===== src/rtl/core/b64d_pkg.sv =====
package b64d_pkg;

   // character codes with a meaning of their own
   localparam logic [7:0] CHAR_NUL   = 8'h00;
   localparam logic [7:0] CHAR_LF    = 8'h0a;
   localparam logic [7:0] CHAR_CR    = 8'h0d;
   localparam logic [7:0] CHAR_PLUS  = 8'h2b;
   localparam logic [7:0] CHAR_SLASH = 8'h2f;
   localparam logic [7:0] CHAR_ZERO  = 8'h30;
   localparam logic [7:0] CHAR_NINE  = 8'h39;
   localparam logic [7:0] CHAR_PAD   = 8'h3d;
   localparam logic [7:0] CHAR_UP_A  = 8'h41;
   localparam logic [7:0] CHAR_UP_Z  = 8'h5a;
   localparam logic [7:0] CHAR_LO_A  = 8'h61;
   localparam logic [7:0] CHAR_LO_Z  = 8'h7a;

   localparam logic [5:0] SEXTET_LO_BASE  = 6'd26;
   localparam logic [5:0] SEXTET_DIG_BASE = 6'd52;
   localparam logic [5:0] SEXTET_PLUS     = 6'd62;
   localparam logic [5:0] SEXTET_SLASH    = 6'd63;

   // queue depths must be powers of two, pointers wrap by overflow
   localparam int CMDQ_DEPTH = 2;
   localparam int CMDQ_PTR_W = $clog2(CMDQ_DEPTH);
   localparam int CMDQ_CNT_W = $clog2(CMDQ_DEPTH + 1);
   localparam int RSPQ_DEPTH = 2;
   localparam int RSPQ_PTR_W = $clog2(RSPQ_DEPTH);
   localparam int RSPQ_CNT_W = $clog2(RSPQ_DEPTH + 1);

   typedef enum logic [1:0] {
      KIND_SEXTET,
      KIND_SKIP,
      KIND_NUL,
      KIND_PAD
   } kind_type;

   typedef struct packed {
      kind_type   kind;
      logic [5:0] sextet;
   } cmd_type;

   typedef struct packed {
      logic [7:0] byte0;
      logic [7:0] byte1;
      logic [7:0] byte2;
      logic [1:0] count;
      logic       eos;
   } rsp_type;

   function automatic logic [5:0] sextet_of(input logic [7:0] c);
      logic [7:0] diff;
      begin
         diff = 8'd0;
         sextet_of = 6'd0;
         if (c >= CHAR_UP_A && c <= CHAR_UP_Z) begin
            diff = c - CHAR_UP_A;
            sextet_of = diff[5:0];
         end else if (c >= CHAR_LO_A && c <= CHAR_LO_Z) begin
            diff = c - CHAR_LO_A;
            sextet_of = SEXTET_LO_BASE + diff[5:0];
         end else if (c >= CHAR_ZERO && c <= CHAR_NINE) begin
            diff = c - CHAR_ZERO;
            sextet_of = SEXTET_DIG_BASE + diff[5:0];
         end else if (c == CHAR_PLUS) begin
            sextet_of = SEXTET_PLUS;
         end else if (c == CHAR_SLASH) begin
            sextet_of = SEXTET_SLASH;
         end
      end
   endfunction

   function automatic kind_type kind_of(input logic [7:0] c);
      begin
         if (c == CHAR_NUL) begin
            kind_of = KIND_NUL;
         end else if (c == CHAR_CR || c == CHAR_LF) begin
            kind_of = KIND_SKIP;
         end else if (c == CHAR_PAD) begin
            kind_of = KIND_PAD;
         end else begin
            kind_of = KIND_SEXTET;
         end
      end
   endfunction

endpackage


===== src/rtl/core/b64d_front.sv =====
module b64d_front (
   input  logic                 req_push,
   input  logic [7:0]           req_char_code,
   output logic                 req_full,
   input  logic                 cmdq_full,
   output logic                 cmdq_push,
   output b64d_pkg::cmd_type    cmdq_data
);

   b64d_pkg::cmd_type cmd;

   always_comb begin
      cmd.kind   = b64d_pkg::kind_of(req_char_code);
      cmd.sextet = b64d_pkg::sextet_of(req_char_code);
   end

   // line breaks are accepted and dropped here
   assign req_full  = cmdq_full;
   assign cmdq_push = req_push && !cmdq_full && (cmd.kind != b64d_pkg::KIND_SKIP);
   assign cmdq_data = cmd;

endmodule


===== src/rtl/core/b64d_cmdq.sv =====
module b64d_cmdq (
   input  logic                 clock,
   input  logic                 reset,
   input  logic                 push,
   input  b64d_pkg::cmd_type    push_data,
   output logic                 full,
   input  logic                 pop,
   output b64d_pkg::cmd_type    pop_data,
   output logic                 empty
);

   b64d_pkg::cmd_type                   mem_ff [b64d_pkg::CMDQ_DEPTH];
   logic [b64d_pkg::CMDQ_PTR_W-1:0]     wr_ptr_ff, wr_ptr_in;
   logic [b64d_pkg::CMDQ_PTR_W-1:0]     rd_ptr_ff, rd_ptr_in;
   logic [b64d_pkg::CMDQ_CNT_W-1:0]     count_ff, count_in;
   logic                                do_push, do_pop;

   assign full     = (count_ff == b64d_pkg::CMDQ_CNT_W'(b64d_pkg::CMDQ_DEPTH));
   assign empty    = (count_ff == '0);
   assign do_push  = push && !full;
   assign do_pop   = pop && !empty;
   assign pop_data = mem_ff[rd_ptr_ff];

   always_comb begin
      wr_ptr_in = do_push ? wr_ptr_ff + 1'b1 : wr_ptr_ff;
      rd_ptr_in = do_pop ? rd_ptr_ff + 1'b1 : rd_ptr_ff;
      count_in  = count_ff;
      if (do_push && !do_pop) begin
         count_in = count_ff + 1'b1;
      end else if (do_pop && !do_push) begin
         count_in = count_ff - 1'b1;
      end
   end

   always_ff @(posedge clock) begin
      if (reset) begin
         wr_ptr_ff <= '0;
         rd_ptr_ff <= '0;
         count_ff  <= '0;
      end else begin
         wr_ptr_ff <= wr_ptr_in;
         rd_ptr_ff <= rd_ptr_in;
         count_ff  <= count_in;
      end
   end

   always_ff @(posedge clock) begin
      if (do_push) begin
         mem_ff[wr_ptr_ff] <= push_data;
      end
   end

endmodule


===== src/rtl/core/b64d_back.sv =====
module b64d_back (
   input  logic                 clock,
   input  logic                 reset,
   input  logic                 cmdq_empty,
   input  b64d_pkg::cmd_type    cmdq_data,
   output logic                 cmdq_pop,
   input  logic                 rsp_pop,
   output logic                 rsp_empty,
   output b64d_pkg::rsp_type    rsp_data
);

   logic [1:0]                          sextet_count_ff, sextet_count_in;
   logic [17:0]                         bit_accumulator_ff, bit_accumulator_in;
   logic [23:0]                         full_group;
   logic                                has_rsp;
   b64d_pkg::rsp_type                   rsp_new;

   b64d_pkg::rsp_type                   mem_ff [b64d_pkg::RSPQ_DEPTH];
   logic [b64d_pkg::RSPQ_PTR_W-1:0]     wr_ptr_ff, wr_ptr_in;
   logic [b64d_pkg::RSPQ_PTR_W-1:0]     rd_ptr_ff, rd_ptr_in;
   logic [b64d_pkg::RSPQ_CNT_W-1:0]     count_ff, count_in;
   logic                                rspq_full, do_push, do_pop;

   assign full_group = {bit_accumulator_ff, cmdq_data.sextet};

   always_comb begin
      has_rsp            = 1'b1;
      rsp_new            = '0;
      rsp_new.eos        = 1'b1;
      sextet_count_in    = '0;
      bit_accumulator_in = '0;
      case (cmdq_data.kind)
         b64d_pkg::KIND_SEXTET: begin
            if (sextet_count_ff == 2'd3) begin
               rsp_new.byte0 = full_group[23:16];
               rsp_new.byte1 = full_group[15:8];
               rsp_new.byte2 = full_group[7:0];
               rsp_new.count = 2'd3;
               rsp_new.eos   = 1'b0;
            end else begin
               has_rsp            = 1'b0;
               bit_accumulator_in = full_group[17:0];
               sextet_count_in    = sextet_count_ff + 2'd1;
            end
         end
         b64d_pkg::KIND_PAD: begin
            // flush what the partial group holds
            if (sextet_count_ff == 2'd3) begin
               rsp_new.byte0 = bit_accumulator_ff[17:10];
               rsp_new.byte1 = bit_accumulator_ff[9:2];
               rsp_new.count = 2'd2;
            end else if (sextet_count_ff == 2'd2) begin
               rsp_new.byte0 = bit_accumulator_ff[11:4];
               rsp_new.count = 2'd1;
            end
         end
         b64d_pkg::KIND_NUL: begin
            has_rsp = 1'b1;
         end
         default: begin
            has_rsp            = 1'b0;
            sextet_count_in    = sextet_count_ff;
            bit_accumulator_in = bit_accumulator_ff;
         end
      endcase
   end

   // stall on a full result queue only when this command makes a result
   assign rspq_full = (count_ff == b64d_pkg::RSPQ_CNT_W'(b64d_pkg::RSPQ_DEPTH));
   assign cmdq_pop  = !cmdq_empty && !(has_rsp && rspq_full);
   assign do_push   = cmdq_pop && has_rsp;
   assign rsp_empty = (count_ff == '0);
   assign do_pop    = rsp_pop && !rsp_empty;
   assign rsp_data  = mem_ff[rd_ptr_ff];

   always_comb begin
      wr_ptr_in = do_push ? wr_ptr_ff + 1'b1 : wr_ptr_ff;
      rd_ptr_in = do_pop ? rd_ptr_ff + 1'b1 : rd_ptr_ff;
      count_in  = count_ff;
      if (do_push && !do_pop) begin
         count_in = count_ff + 1'b1;
      end else if (do_pop && !do_push) begin
         count_in = count_ff - 1'b1;
      end
   end

   always_ff @(posedge clock) begin
      if (reset) begin
         sextet_count_ff    <= '0;
         bit_accumulator_ff <= '0;
         wr_ptr_ff          <= '0;
         rd_ptr_ff          <= '0;
         count_ff           <= '0;
      end else begin
         if (cmdq_pop) begin
            sextet_count_ff    <= sextet_count_in;
            bit_accumulator_ff <= bit_accumulator_in;
         end
         wr_ptr_ff <= wr_ptr_in;
         rd_ptr_ff <= rd_ptr_in;
         count_ff  <= count_in;
      end
   end

   always_ff @(posedge clock) begin
      if (do_push) begin
         mem_ff[wr_ptr_ff] <= rsp_new;
      end
   end

endmodule


===== src/rtl/core/base64_stream_decoder_core.sv =====
// channel    ports                                   handshake
// request    req_char_code                           req_push / req_full
// response   rsp_out_byte0..2, rsp_byte_count,       rsp_pop / rsp_empty
//            rsp_end_of_stream
//
// one character is taken every cycle while req_full is low. the fourth sextet
// of a group, a pad and a nul each make a response: the accepting edge writes
// the command queue, then the decode step writes the response queue.
// both queues hold two. reset clears the sextet count, the accumulator and
// both queues. a stalled rsp_pop backs up the response queue, then the command
// queue, and only then raises req_full.
module base64_stream_decoder_core (
   input  logic       clock,
   input  logic       reset,
   input  logic       req_push,
   input  logic [7:0] req_char_code,
   output logic       req_full,
   input  logic       rsp_pop,
   output logic       rsp_empty,
   output logic [7:0] rsp_out_byte0,
   output logic [7:0] rsp_out_byte1,
   output logic [7:0] rsp_out_byte2,
   output logic [1:0] rsp_byte_count,
   output logic       rsp_end_of_stream
);

   b64d_pkg::cmd_type cmdq_push_data;
   b64d_pkg::cmd_type cmdq_pop_data;
   b64d_pkg::rsp_type rsp_data;
   logic              cmdq_push, cmdq_full, cmdq_pop, cmdq_empty;

   b64d_front u_front (
      .req_push      (req_push),
      .req_char_code (req_char_code),
      .req_full      (req_full),
      .cmdq_full     (cmdq_full),
      .cmdq_push     (cmdq_push),
      .cmdq_data     (cmdq_push_data)
   );

   b64d_cmdq u_cmdq (
      .clock     (clock),
      .reset     (reset),
      .push      (cmdq_push),
      .push_data (cmdq_push_data),
      .full      (cmdq_full),
      .pop       (cmdq_pop),
      .pop_data  (cmdq_pop_data),
      .empty     (cmdq_empty)
   );

   b64d_back u_back (
      .clock      (clock),
      .reset      (reset),
      .cmdq_empty (cmdq_empty),
      .cmdq_data  (cmdq_pop_data),
      .cmdq_pop   (cmdq_pop),
      .rsp_pop    (rsp_pop),
      .rsp_empty  (rsp_empty),
      .rsp_data   (rsp_data)
   );

   assign rsp_out_byte0     = rsp_data.byte0;
   assign rsp_out_byte1     = rsp_data.byte1;
   assign rsp_out_byte2     = rsp_data.byte2;
   assign rsp_byte_count    = rsp_data.count;
   assign rsp_end_of_stream = rsp_data.eos;

endmodule

===== config.mk =====
export PLATFORM = sky130hd
export DESIGN_NAME = base64_stream_decoder_core
export DESIGN_NICKNAME = d
export VERILOG_FILES = /design/src/rtl/core/b64d_pkg.sv /design/src/rtl/core/b64d_front.sv /design/src/rtl/core/b64d_cmdq.sv /design/src/rtl/core/b64d_back.sv /design/src/rtl/core/base64_stream_decoder_core.sv
export SDC_FILE = /design/constraint.sdc
export NUM_CORES = 1
export LEC_CHECK = 0
export BUFFER_PORTS_ARGS = -buffer_cell sky130_fd_sc_hd__buf_4
export CAP_MARGIN = 10
export CORE_UTILIZATION = 45
export DETAILED_ROUTE_END_ITERATION = 6
export PLACE_DENSITY = 0.75
export SLEW_MARGIN = 20
export SYNTH_ARGS = -nofsm -noshare
export SYNTH_HDL_FRONTEND = slang
export SYNTH_HIERARCHICAL = 1
export SYNTH_SLANG_ARGS = --single-unit

===== constraint.sdc =====
create_clock -name clock -period 2.7 [get_ports clock]
set_clock_uncertainty 0.1 [all_clocks]
set_input_delay 0 -clock clock [delete_from_list [all_inputs] [get_ports clock]]
set_output_delay 0 -clock clock [all_outputs]
set_load 0.02 [all_outputs]

==> results.sh, run 1 <==
export IMPL_port_buffers=40
export IMPL_area_growth_pct=15.6
export IMPL_clk_path_buf_depth=2
export IMPL_status="finished, final reports clean"
export IMPL_hold_depth=3
export IMPL_startpoint_type="flip-flop"
export IMPL_vias_per_cell=5.32
export IMPL_netlist_top_cells_area="edfxtp_1, dfxtp_1, mux2_2"
export IMPL_grt_pass1_wl_um=14300
export IMPL_hold_class="in2reg"
export IMPL_slew_headroom=0.699
export IMPL_grt_max_degree=33
export IMPL_endpoint_kind="flip-flop"
export IMPL_ir_drop_mv=0.371
export IMPL_critical_path_class="reg2reg"
export IMPL_track_usage=0.160
export IMPL_io_pin_count=41
export IMPL_fillers=910
export IMPL_synth_seq_cells=100
export IMPL_drt_iter0_drc=122
export IMPL_grt_pass1_vias=3098
export IMPL_synth_cell_type_count=54
export IMPL_synthesis_nets=419
export IMPL_clkTransAtPathRegs_ns=0.10
export IMPL_ff2ff_setup_slack_ns=0.11
export IMPL_hold_viol=0
export IMPL_place_gp_congestion=0.840
export IMPL_htree_levels=3
export IMPL_die_area_mm2=0.0112
export IMPL_wl_um=8420
export IMPL_start_util=0.468
export IMPL_antenna_found_initial=0
export IMPL_synthCells=387
export IMPL_synth_flop_cell="edfxtp_1"
export IMPL_worstPathRequired_ns=2.90
export IMPL_num_rows=37
export IMPL_path_cells="mux2_2, ha_1, buf_4, a211o_1, and3_1, ha_1, or3_1, a21oi_1"
export IMPL_period_needed_ns=2.59
export IMPL_cp_common_cell="ha_1"
export IMPL_chipHeight_um=106
export IMPL_pre_cts_slack_ns=0.0443
export IMPL_fin_nets=470
export IMPL_die_w_um=106
export IMPL_clkLatencyLatePin_ns=0.36
export IMPL_worstPathArrival_ns=2.78
export IMPL_setup_tns_ns=0
export IMPL_critPathSlowestCell="mux2_2"
export IMPL_worstMarginPinSlew_ns=0.445
export IMPL_rr_worst_depth=8
export IMPL_p_per_area_mw_per_mm2=832
export IMPL_final_antenna_net_count=0
export IMPL_fmax_ghz=0.386
export IMPL_min_period_over_period=0.959
export IMPL_cts_buffers=9
export IMPL_syn_cell_area_mm2=0.00485
export IMPL_cap_violations=0
export IMPL_ys_warn_count=6
export IMPL_post_dp_hpwl_um=5730
export IMPL_avgSynthCellArea_um2=12.5
export IMPL_clkSinkCount=100
export IMPL_wl_per_cell_um=14.5
export IMPL_setup_viol_count_final=0
export IMPL_crit_fanout=6
export IMPL_totalPowerFinal_mw=4.66
export IMPL_drt_first_pass_iters=4
export IMPL_synth_edf_count=70
export IMPL_rsz0062_at_grt="no"
export IMPL_drive_above_1_share=0.271
export IMPL_synth_seq_area_share=0.557
export IMPL_vias=3082
export IMPL_post_route_drc_count=0
export IMPL_drv_slew=0
export IMPL_yosysTopAreaCell="edfxtp_1"
export IMPL_clockRootBuffer="clkbuf_8"
export IMPL_critPathMaxStageDelay_ns=0.37
export IMPL_post_cts_setup_buffers=0
export IMPL_core_mm2=0.0104
export IMPL_r2r_end="u_back/count_ff[1]$_SDFFE_PP0P_"
export IMPL_p_leak_nw=2.13
export IMPL_async_reset_ff_frac=0
export IMPL_hp_start="req_char_code[2]"
export IMPL_overflow=0
export IMPL_critPathCapture="u_back/count_ff[1]$_SDFFE_PP0P_"
export IMPL_diodes=0
export IMPL_netlist_area_leader_share=0.433
export IMPL_cts_tree="done"
export IMPL_setup_ws_ns=0.111
-- metal layers --
metal / global-route usage / part of all wire / routed length, µm
met1: 0.190 / 0.45 / 3790
met2: 0.291 / 0.50 / 4240
met3: 0.0297 / 0.034 / 287
met4: 0.0516 / 0.012 / 104
met5: 0 / 0 / 0
-- through the flow --
stage	utilization	instances	cell area [µm²]	hold slack, ns
global route	0.541	579	5610	0.0521
CTS	0.540	579	5600	0.0130
floorplan	-	387	4850	-0.0309
finish	0.541	579	5610	0.0253
global placement	0.515	557	5340	0.274
detailed placement	0.515	557	5340	0.277
-- how the worst min path moves through the flow --
| stage | to | slack (ns) |
|---|---|---|
| final | u_cmdq/mem_ff[1][2]$_DFFE_PP_ | 0.03 |
| after global routing | u_cmdq/mem_ff[1][2]$_DFFE_PP_ | 0.05 |
| after CTS | u_cmdq/mem_ff[1][5]$_DFFE_PP_ | 0.01 |
| after detailed placement | flip-flop | 0.28 |
| after global placement | u_cmdq/count_ff[0]$_SDFFE_PP0P_ | 0.27 |
| after floorplan | u_cmdq/count_ff[1]$_SDFFE_PP0P_ | -0.03 |
-- sequential cells by signal (all words and copies together) (netlist names), named ones only --
signal and cells:
u_back/rd_ptr_ff 1, u_cmdq/wr_ptr_ff 1, u_back/count_ff 2, u_cmdq/mem_ff 16, u_back/mem_ff 54, u_back/wr_ptr_ff 1, u_back/sextet_count_ff 2, u_cmdq/rd_ptr_ff 1
u_back/bit_accumulator_ff 18, u_cmdq/count_ff 2
-- cells in the final DEF (no fill, tap or decap), types with 14 or more instances in the layout --
master and count:
inv_1 14, ha_1 19, dfxtp_1 29, mux2_2 36
nand2_1 26, buf_4 50, mux2i_1 20, nand2b_1 24
nor2_1 16, edfxtp_1 70
-- critical path: cells and delay by family, from the launching register on --
family          cells  cell delay [ns]
compound gates      2             0.44
fa+ha+maj           2             0.56
buf+inv             1             0.17
flops               1             0.36
mux                 1             0.37
simple gates        2             0.54
-- cell usage after synthesis (3+ instances only) --
cell type	number
mux2i_1	20
nand2_1	26
buf_2	7
o21ai_0	10
buf_4	3
and2_1	11
mux2_2	36
clkbuf_1	5
inv_1	14
and3_1	9
nor3_1	4
nand3_1	5
nor2_1	16
a22o_1	9
nand4_1	6
nand2b_1	24
or3_1	3
a21oi_1	8
ha_1	20
dfxtp_1	30
edfxtp_1	70
xor2_1	8
nor2b_1	5
-- layout make-up --
type	count	area, µm²	share of cell area
clock inverter	7	76.3	0.0136
clock buffer	9	124	0.0221
timing repair buffer	58	475	0.0848
inverter	14	52.6	0.00937
tap	136	170	0.0304
sequential	100	2700	0.482
multi-input combinational	255	2000	0.357
-- power breakdown --
group          internal [mW]  switching [mW]
combinational          0.773           0.928
clock                  0.433           0.507
sequential              1.91           0.111
-- cell families (layout without fill, tap and decap cells) --
logic type                 after synthesis  count (layout)  synth area share
and+or+nand+nor                        119             119             0.139
DFF                                    100             100             0.557
muxes                                   56              56             0.125
AOI/OAI and AO/OA                       51              51            0.0784
buffers and inverters                   32              88            0.0322
adders and majority gates               20              20            0.0516
xor gates and xnor gates                 9               9            0.0163
-- timing repair --
item | 4_1_cts | 5_1_grt
hold endpoints to repair | 14 | 0
gates resized for setup | 0 | 3
hold buffers | 6 | 0
endpoints found under the setup margin | 0 | 2
Power figures use the tool's default switching activity.
==> inputs of run 2 (changes only) <==
--- a/config.mk
+++ b/config.mk
@@ -9,7 +9,7 @@
 export CAP_MARGIN = 10
 export CORE_UTILIZATION = 45
 export DETAILED_ROUTE_END_ITERATION = 6
-export PLACE_DENSITY = 0.75
+export PLACE_DENSITY = 0.73
 export SLEW_MARGIN = 20
 export SYNTH_ARGS = -nofsm -noshare
 export SYNTH_HDL_FRONTEND = slang
==> constraint.sdc (replaced) <==
create_clock -name clock -period 2.5 [get_ports clock]
set_clock_uncertainty 0.1 [all_clocks]
set_input_delay 0 -clock clock [delete_from_list [all_inputs] [get_ports clock]]
set_output_delay 0 -clock clock [all_outputs]
set_load 0.02 [all_outputs]
==> run 2 against run 1 <==
Against the previous run: die area is the same; largest cell class unchanged; clock-buffer cell count grew 1; largest power group unchanged; clock power up 4.7%.
==> results.sh, run 2 (synthesized netlist as in run 1, its figures left out) <==
export IMPL_setup_viol_count_final=0
export IMPL_worstPathRequired_ns=2.69
export IMPL_post_route_drc_count=0
export IMPL_critPathMaxStageDelay_ns=0.40
export IMPL_mostFrequentLayoutCell="edfxtp_1"
export IMPL_grt_pass1_vias=3011
export IMPL_drv_slew=0
export IMPL_endpoint_kind="flip-flop"
export IMPL_place_gp_congestion=0.830
export IMPL_path_delay_family="simple AND/OR/NAND/NOR gates"
export IMPL_cts_buffers=9
export IMPL_layout_common_cells="edfxtp_1, buf_4, mux2_2"
export IMPL_top_regs="u_back/mem_ff x54, u_back/bit_accumulator_ff x18, u_cmdq/mem_ff x16"
export IMPL_drive_above_1_share=0.287
export IMPL_num_rows=37
export IMPL_track_usage=0.158
export IMPL_pre_cts_slack_ns=-0.0701
export IMPL_largest_register_ffs=54
export IMPL_p_leak_nw=2.16
export IMPL_vias=3043
export IMPL_core_mm2=0.0104
export IMPL_cts_tree="done"
export IMPL_crit_fanout=3
export IMPL_p_per_area_mw_per_mm2=912
export IMPL_worstPathArrival_ns=2.67
export IMPL_cap_violations=0
export IMPL_path_cells="mux2_4, ha_4, a211oi_4, nor3_2, nor2_1, o21ai_2, ha_1, or3_1, a21oi_2"
export IMPL_hold_class="in2reg"
export IMPL_rr_worst_depth=9
export IMPL_htree_levels=3
export IMPL_clkTransAtPathRegs_ns=0.09
export IMPL_overflow=0
export IMPL_period_needed_ns=2.47
export IMPL_chipHeight_um=106
export IMPL_critical_path_class="reg2reg"
export IMPL_wl_per_cell_um=14.5
export IMPL_clk_path_buf_depth=2
export IMPL_final_cells=582
export IMPL_critPathSlowestCell="or3_1"
export IMPL_drt_first_pass_iters=4
export IMPL_grt_pass1_wl_um=13900
export IMPL_worstMarginPinSlew_ns=0.452
export IMPL_slew_headroom=0.697
export IMPL_drt_iter0_drc=104
export IMPL_ir_drop_mv=0.333
export IMPL_final_util=0.547
export IMPL_cp_num_buf_inv=0
export IMPL_grt_max_degree=33
export IMPL_regMostFlops="u_back/mem_ff"
export IMPL_antenna_found_initial=0
export IMPL_die_w_um=106
export IMPL_port_buffers=40
export IMPL_status="finished, final reports clean"
export IMPL_final_antenna_net_count=0
export IMPL_startpoint_type="flip-flop"
export IMPL_hold_depth=3
export IMPL_setup_ws_ns=0.0283
export IMPL_clkSinkCount=100
export IMPL_die_area_mm2=0.0112
export IMPL_start_util=0.468
export IMPL_clockRootBuffer="clkbuf_8"
export IMPL_place_inst=557
export IMPL_fmax_ghz=0.405
export IMPL_crit_cells=9
export IMPL_io_pin_count=41
export IMPL_post_dp_hpwl_um=5670
export IMPL_fin_nets=473
export IMPL_min_period_over_period=0.989
export IMPL_hold_viol=0
export IMPL_clkLatencyLatePin_ns=0.35
export IMPL_area_growth_pct=17.1
export IMPL_vias_per_cell=5.23
export IMPL_diodes=0
export IMPL_wl_um=8420
## run 2: final timing paths
| path | startpoint | end | slack [ns] |
|---|---|---|---|
| setup / recovery | flip-flop | u_cmdq/count_ff[1]$_SDFFE_PP0P_ | 0.03 |
| hold / removal | req_char_code[2] | u_cmdq/mem_ff[1][2]$_DFFE_PP_ | 0.03 |
| setup reg to reg | flip-flop | u_cmdq/count_ff[1]$_SDFFE_PP0P_ | 0.03 |
| hold reg to reg | u_back/bit_accumulator_ff[16]$_SDFFE_PP0P_ | u_back/bit_accumulator_ff[16]$_SDFFE_PP0P_ | 0.38 |
## run 2: area by class of cell
type	instances	area (µm²)
fill	899	4690
sequential	100	2700
multi-input combinational	255	2060
timing repair buffer	61	500
tap	136	170
clock buffer	10	128
clock inverter	6	61.3
inverter	14	56.3
## run 2: worst register-to-register path: cells and delay by family, from the launching register on
kind | cells | cell delay (ns)
AND/OR/NAND/NOR | 3 | 0.61
flip-flops | 1 | 0.37
multiplexers | 1 | 0.34
AO/OA/AOI/OAI | 3 | 0.52
adder cells (fa/ha/maj) | 2 | 0.49
## run 2: repair_timing
action,in CTS,in global routing
hold buffers,7,0
endpoints found under the hold margin,14,0
setup buffers,1,1
resized for setup,3,9
setup endpoints to repair,1,2
pin swaps,1,2
## run 2: where the power goes
part	total, mW	switching (mW)	internal (mW)
Combinational	2.00	1.07	0.937
Clock	0.983	0.519	0.464
Sequential	2.19	0.123	2.07
## run 2: through the flow
| stage | hold WS (ns) | area (µm²) | setup TNS (ns) | power (mW) |
|---|---|---|---|---|
| 2_1_floorplan | -0.0309 | 4880 | 0 | 3.53 |
| 6_report | 0.0280 | 5680 | 0 | 5.18 |
| 5_1_grt | 0.0200 | 5680 | -0.0289 | 5.45 |
| 3_3_place_gp | 0.273 | 5350 | 0 | 4.06 |
| 4_1_cts | 0.00966 | 5630 | 0 | 5.14 |
| 3_5_place_dp | 0.277 | 5350 | -0.0701 | 4.11 |
## run 2: per-layer routing
layer,vias up,part of all wire,global-route usage
met5,-,0,0
met4,0,0.011,0.0536
met3,5,0.029,0.0334
met2,56,0.52,0.290
met1,1460,0.44,0.181
li1,1522,-,-
==> inputs of run 3 (changes only) <==
--- a/config.mk
+++ b/config.mk
@@ -7,9 +7,13 @@
 export LEC_CHECK = 0
 export BUFFER_PORTS_ARGS = -buffer_cell sky130_fd_sc_hd__buf_4
 export CAP_MARGIN = 10
-export CORE_UTILIZATION = 45
+export CELL_PAD_IN_SITES_DETAIL_PLACEMENT = 0
+export CELL_PAD_IN_SITES_GLOBAL_PLACEMENT = 2
+export CORE_MARGIN = 2
+export CORE_UTILIZATION = 41
 export DETAILED_ROUTE_END_ITERATION = 6
-export PLACE_DENSITY = 0.73
+export PLACE_DENSITY = 0.89
+export REMOVE_ABC_BUFFERS = 1
 export SLEW_MARGIN = 20
 export SYNTH_ARGS = -nofsm -noshare
 export SYNTH_HDL_FRONTEND = slang
==> run 3 against run 2 <==
Against the previous run: combinational power barely moved; hold slack got worse by 0.0066 ns; total power rose by 10%; first-iteration DRC count rose by 26%; critical path depth did not move; flip-flop and latch count did not move; core utilization fell by 4.1 points.
==> results.sh, run 3 (synthesized netlist as in run 1, its figures left out) <==
export IMPL_port_buffers=40
export IMPL_drt_first_pass_iters=4
export IMPL_antenna_found_initial=0
export IMPL_num_rows=39
export IMPL_r2r_end="u_back/count_ff[1]$_SDFFE_PP0P_"
export IMPL_overflow=0
export IMPL_stdcell_area_mm2=0.00581
export IMPL_multiInputGateArea_mm2=0.00206
export IMPL_regMostFlops="u_back/mem_ff"
export IMPL_fillers=996
export IMPL_worstPathRequired_ns=2.68
export IMPL_place_gp_congestion=0.886
export IMPL_clkSinkCount=100
export IMPL_cts_buffers=9
export IMPL_post_dp_hpwl_um=5900
export IMPL_wl_per_cell_um=15.3
export IMPL_whs_endpoint="u_cmdq/mem_ff[1][7]$_DFFE_PP_"
export IMPL_ff2ff_setup_slack_ns=0.1
export IMPL_cts_tree="done"
export IMPL_hold_class="in2reg"
export IMPL_worstMarginPinSlew_ns=0.673
export IMPL_hold_viol=0
export IMPL_grt_max_degree=33
export IMPL_vias=3095
export IMPL_post_cts_setup_buffers=0
export IMPL_final_antenna_net_count=0
export IMPL_hp_start="req_char_code[6]"
export IMPL_area_growth_pct=19.7
export IMPL_fin_nets=471
export IMPL_largest_register_ffs=54
export IMPL_period_needed_ns=2.40
export IMPL_rsz0062_at_grt="no"
export IMPL_startpoint_type="flip-flop"
export IMPL_totalPowerFinal_mw=5.71
export IMPL_p_leak_nw=2.21
export IMPL_postPlaceCellArea_mm2=0.00539
export IMPL_grt_pass1_wl_um=14800
export IMPL_diodes=0
export IMPL_die_w_um=113
export IMPL_min_period_over_period=0.962
export IMPL_rr_worst_depth=9
export IMPL_mostFrequentLayoutCell="edfxtp_1"
export IMPL_clkTransAtPathRegs_ns=0.06
export IMPL_hold_depth=3
export IMPL_ir_drop_mv=0.490
export IMPL_setup_viol_count_final=0
export IMPL_critical_path_class="reg2reg"
export IMPL_status="finished, final reports clean"
export IMPL_drt_iter0_drc=131
export IMPL_drive_above_1_share=0.295
export IMPL_setup_tns_ns=0
export IMPL_core_mm2=0.0115
export IMPL_regArea_mm2=0.00270
export IMPL_fmax_ghz=0.416
export IMPL_die_area_mm2=0.0127
export IMPL_clk_path_buf_depth=2
export IMPL_slew_headroom=0.551
export IMPL_worstPathArrival_ns=2.58
export IMPL_grt_pass1_vias=3030
export IMPL_drv_slew=0
export IMPL_cap_violations=0
export IMPL_track_usage=0.146
export IMPL_endpoint_kind="flip-flop"
export IMPL_htree_levels=3
export IMPL_start_util=0.423
export IMPL_wl_um=8960
export IMPL_crit_fanout=3
export IMPL_p_per_area_mw_per_mm2=983
export IMPL_post_route_drc_count=0
export IMPL_clockRootBuffer="clkbuf_16"
export IMPL_layout_common_cells="edfxtp_1, buf_4, mux2_2"
export IMPL_io_pin_count=41
export IMPL_vias_per_cell=5.27
export IMPL_chipHeight_um=113
export IMPL_top_regs="u_back/mem_ff x54, u_back/bit_accumulator_ff x18, u_cmdq/mem_ff x16"
export IMPL_clkLatencyLatePin_ns=0.34
run 3: cell count changes in the layout (fill, tap and decap cells not counted), sizes merged:
cell	previous run	this run
clkinv	3	0
dlygate4sd3	7	1
clkbuf	10	14
buf	54	58
inv	15	14
run 3: power by group:
part           leakage [nW]  switching, mW  internal [mW]  total [mW]
clock                 0.159          0.561          0.925        1.49
combinational          1.19           1.08          0.949        2.03
sequential            0.864          0.124           2.07        2.19
run 3: worst max-delay path by stage:
stage,cells after the start,startpoint,to
after detailed placement,9,flip-flop,u_cmdq/count_ff[1]$_SDFFE_PP0P_
after global placement,9,flip-flop,u_cmdq/count_ff[1]$_SDFFE_PP0P_
after CTS,9,flip-flop,u_back/count_ff[1]$_SDFFE_PP0P_
after floorplan,6,flip-flop,u_back/bit_accumulator_ff[0]$_SDFFE_PP0P_
after global routing,10,flip-flop,u_cmdq/count_ff[1]$_SDFFE_PP0P_
final,9,flip-flop,u_back/count_ff[1]$_SDFFE_PP0P_
run 3: area by class of cell:
class	count	area share
inverter	14	0.00905
multi-input combinational	255	0.355
clock buffer	14	0.0511
clock inverter	2	0.00646
sequential	100	0.466
tap	143	0.0308
timing repair buffer	59	0.0817
run 3: what timing repair did:
| item | CTS | global route |
|---|---|---|
| hold buffers | 1 | 0 |
| pin swaps | 0 | 7 |
| setup endpoints to repair | 2 | 16 |
| resized for setup | 3 | 14 |
| hold endpoints to repair | 10 | 0 |
run 3: stage by stage:
stage	setup slack (ns)	hold slack (ns)	util	instances
after floorplan	-0.638	-0.0309	-	369
after global placement	0.0398	0.283	0.470	570
after detailed placement	-0.0185	0.295	0.470	570
after CTS	0.0275	0.00537	0.501	587
after global routing	0.00605	0.0251	0.506	587
final	0.0959	0.0214	0.506	587
run 3: layer usage:
layer / share of wire / routed length [µm] / GRT usage / vias to the layer above
met5: 0 / 0 / 0 / -
met4: 0.023 / 209 / 0.0683 / 0
met3: 0.044 / 391 / 0.0316 / 17
met2: 0.49 / 4350 / 0.245 / 78
met1: 0.45 / 4010 / 0.181 / 1478
li1: - / - / - / 1522
run 3: critical path, cell delays in order (launching register included):
cell and delay, ns:
dfxtp_2 0.36, mux2_4 0.33, ha_4 0.18, buf_6 0.12
a211o_1 0.31, and3_4 0.18, ha_4 0.16, xor2_2 0.14
or3_1 0.36, a21oi_2 0.11
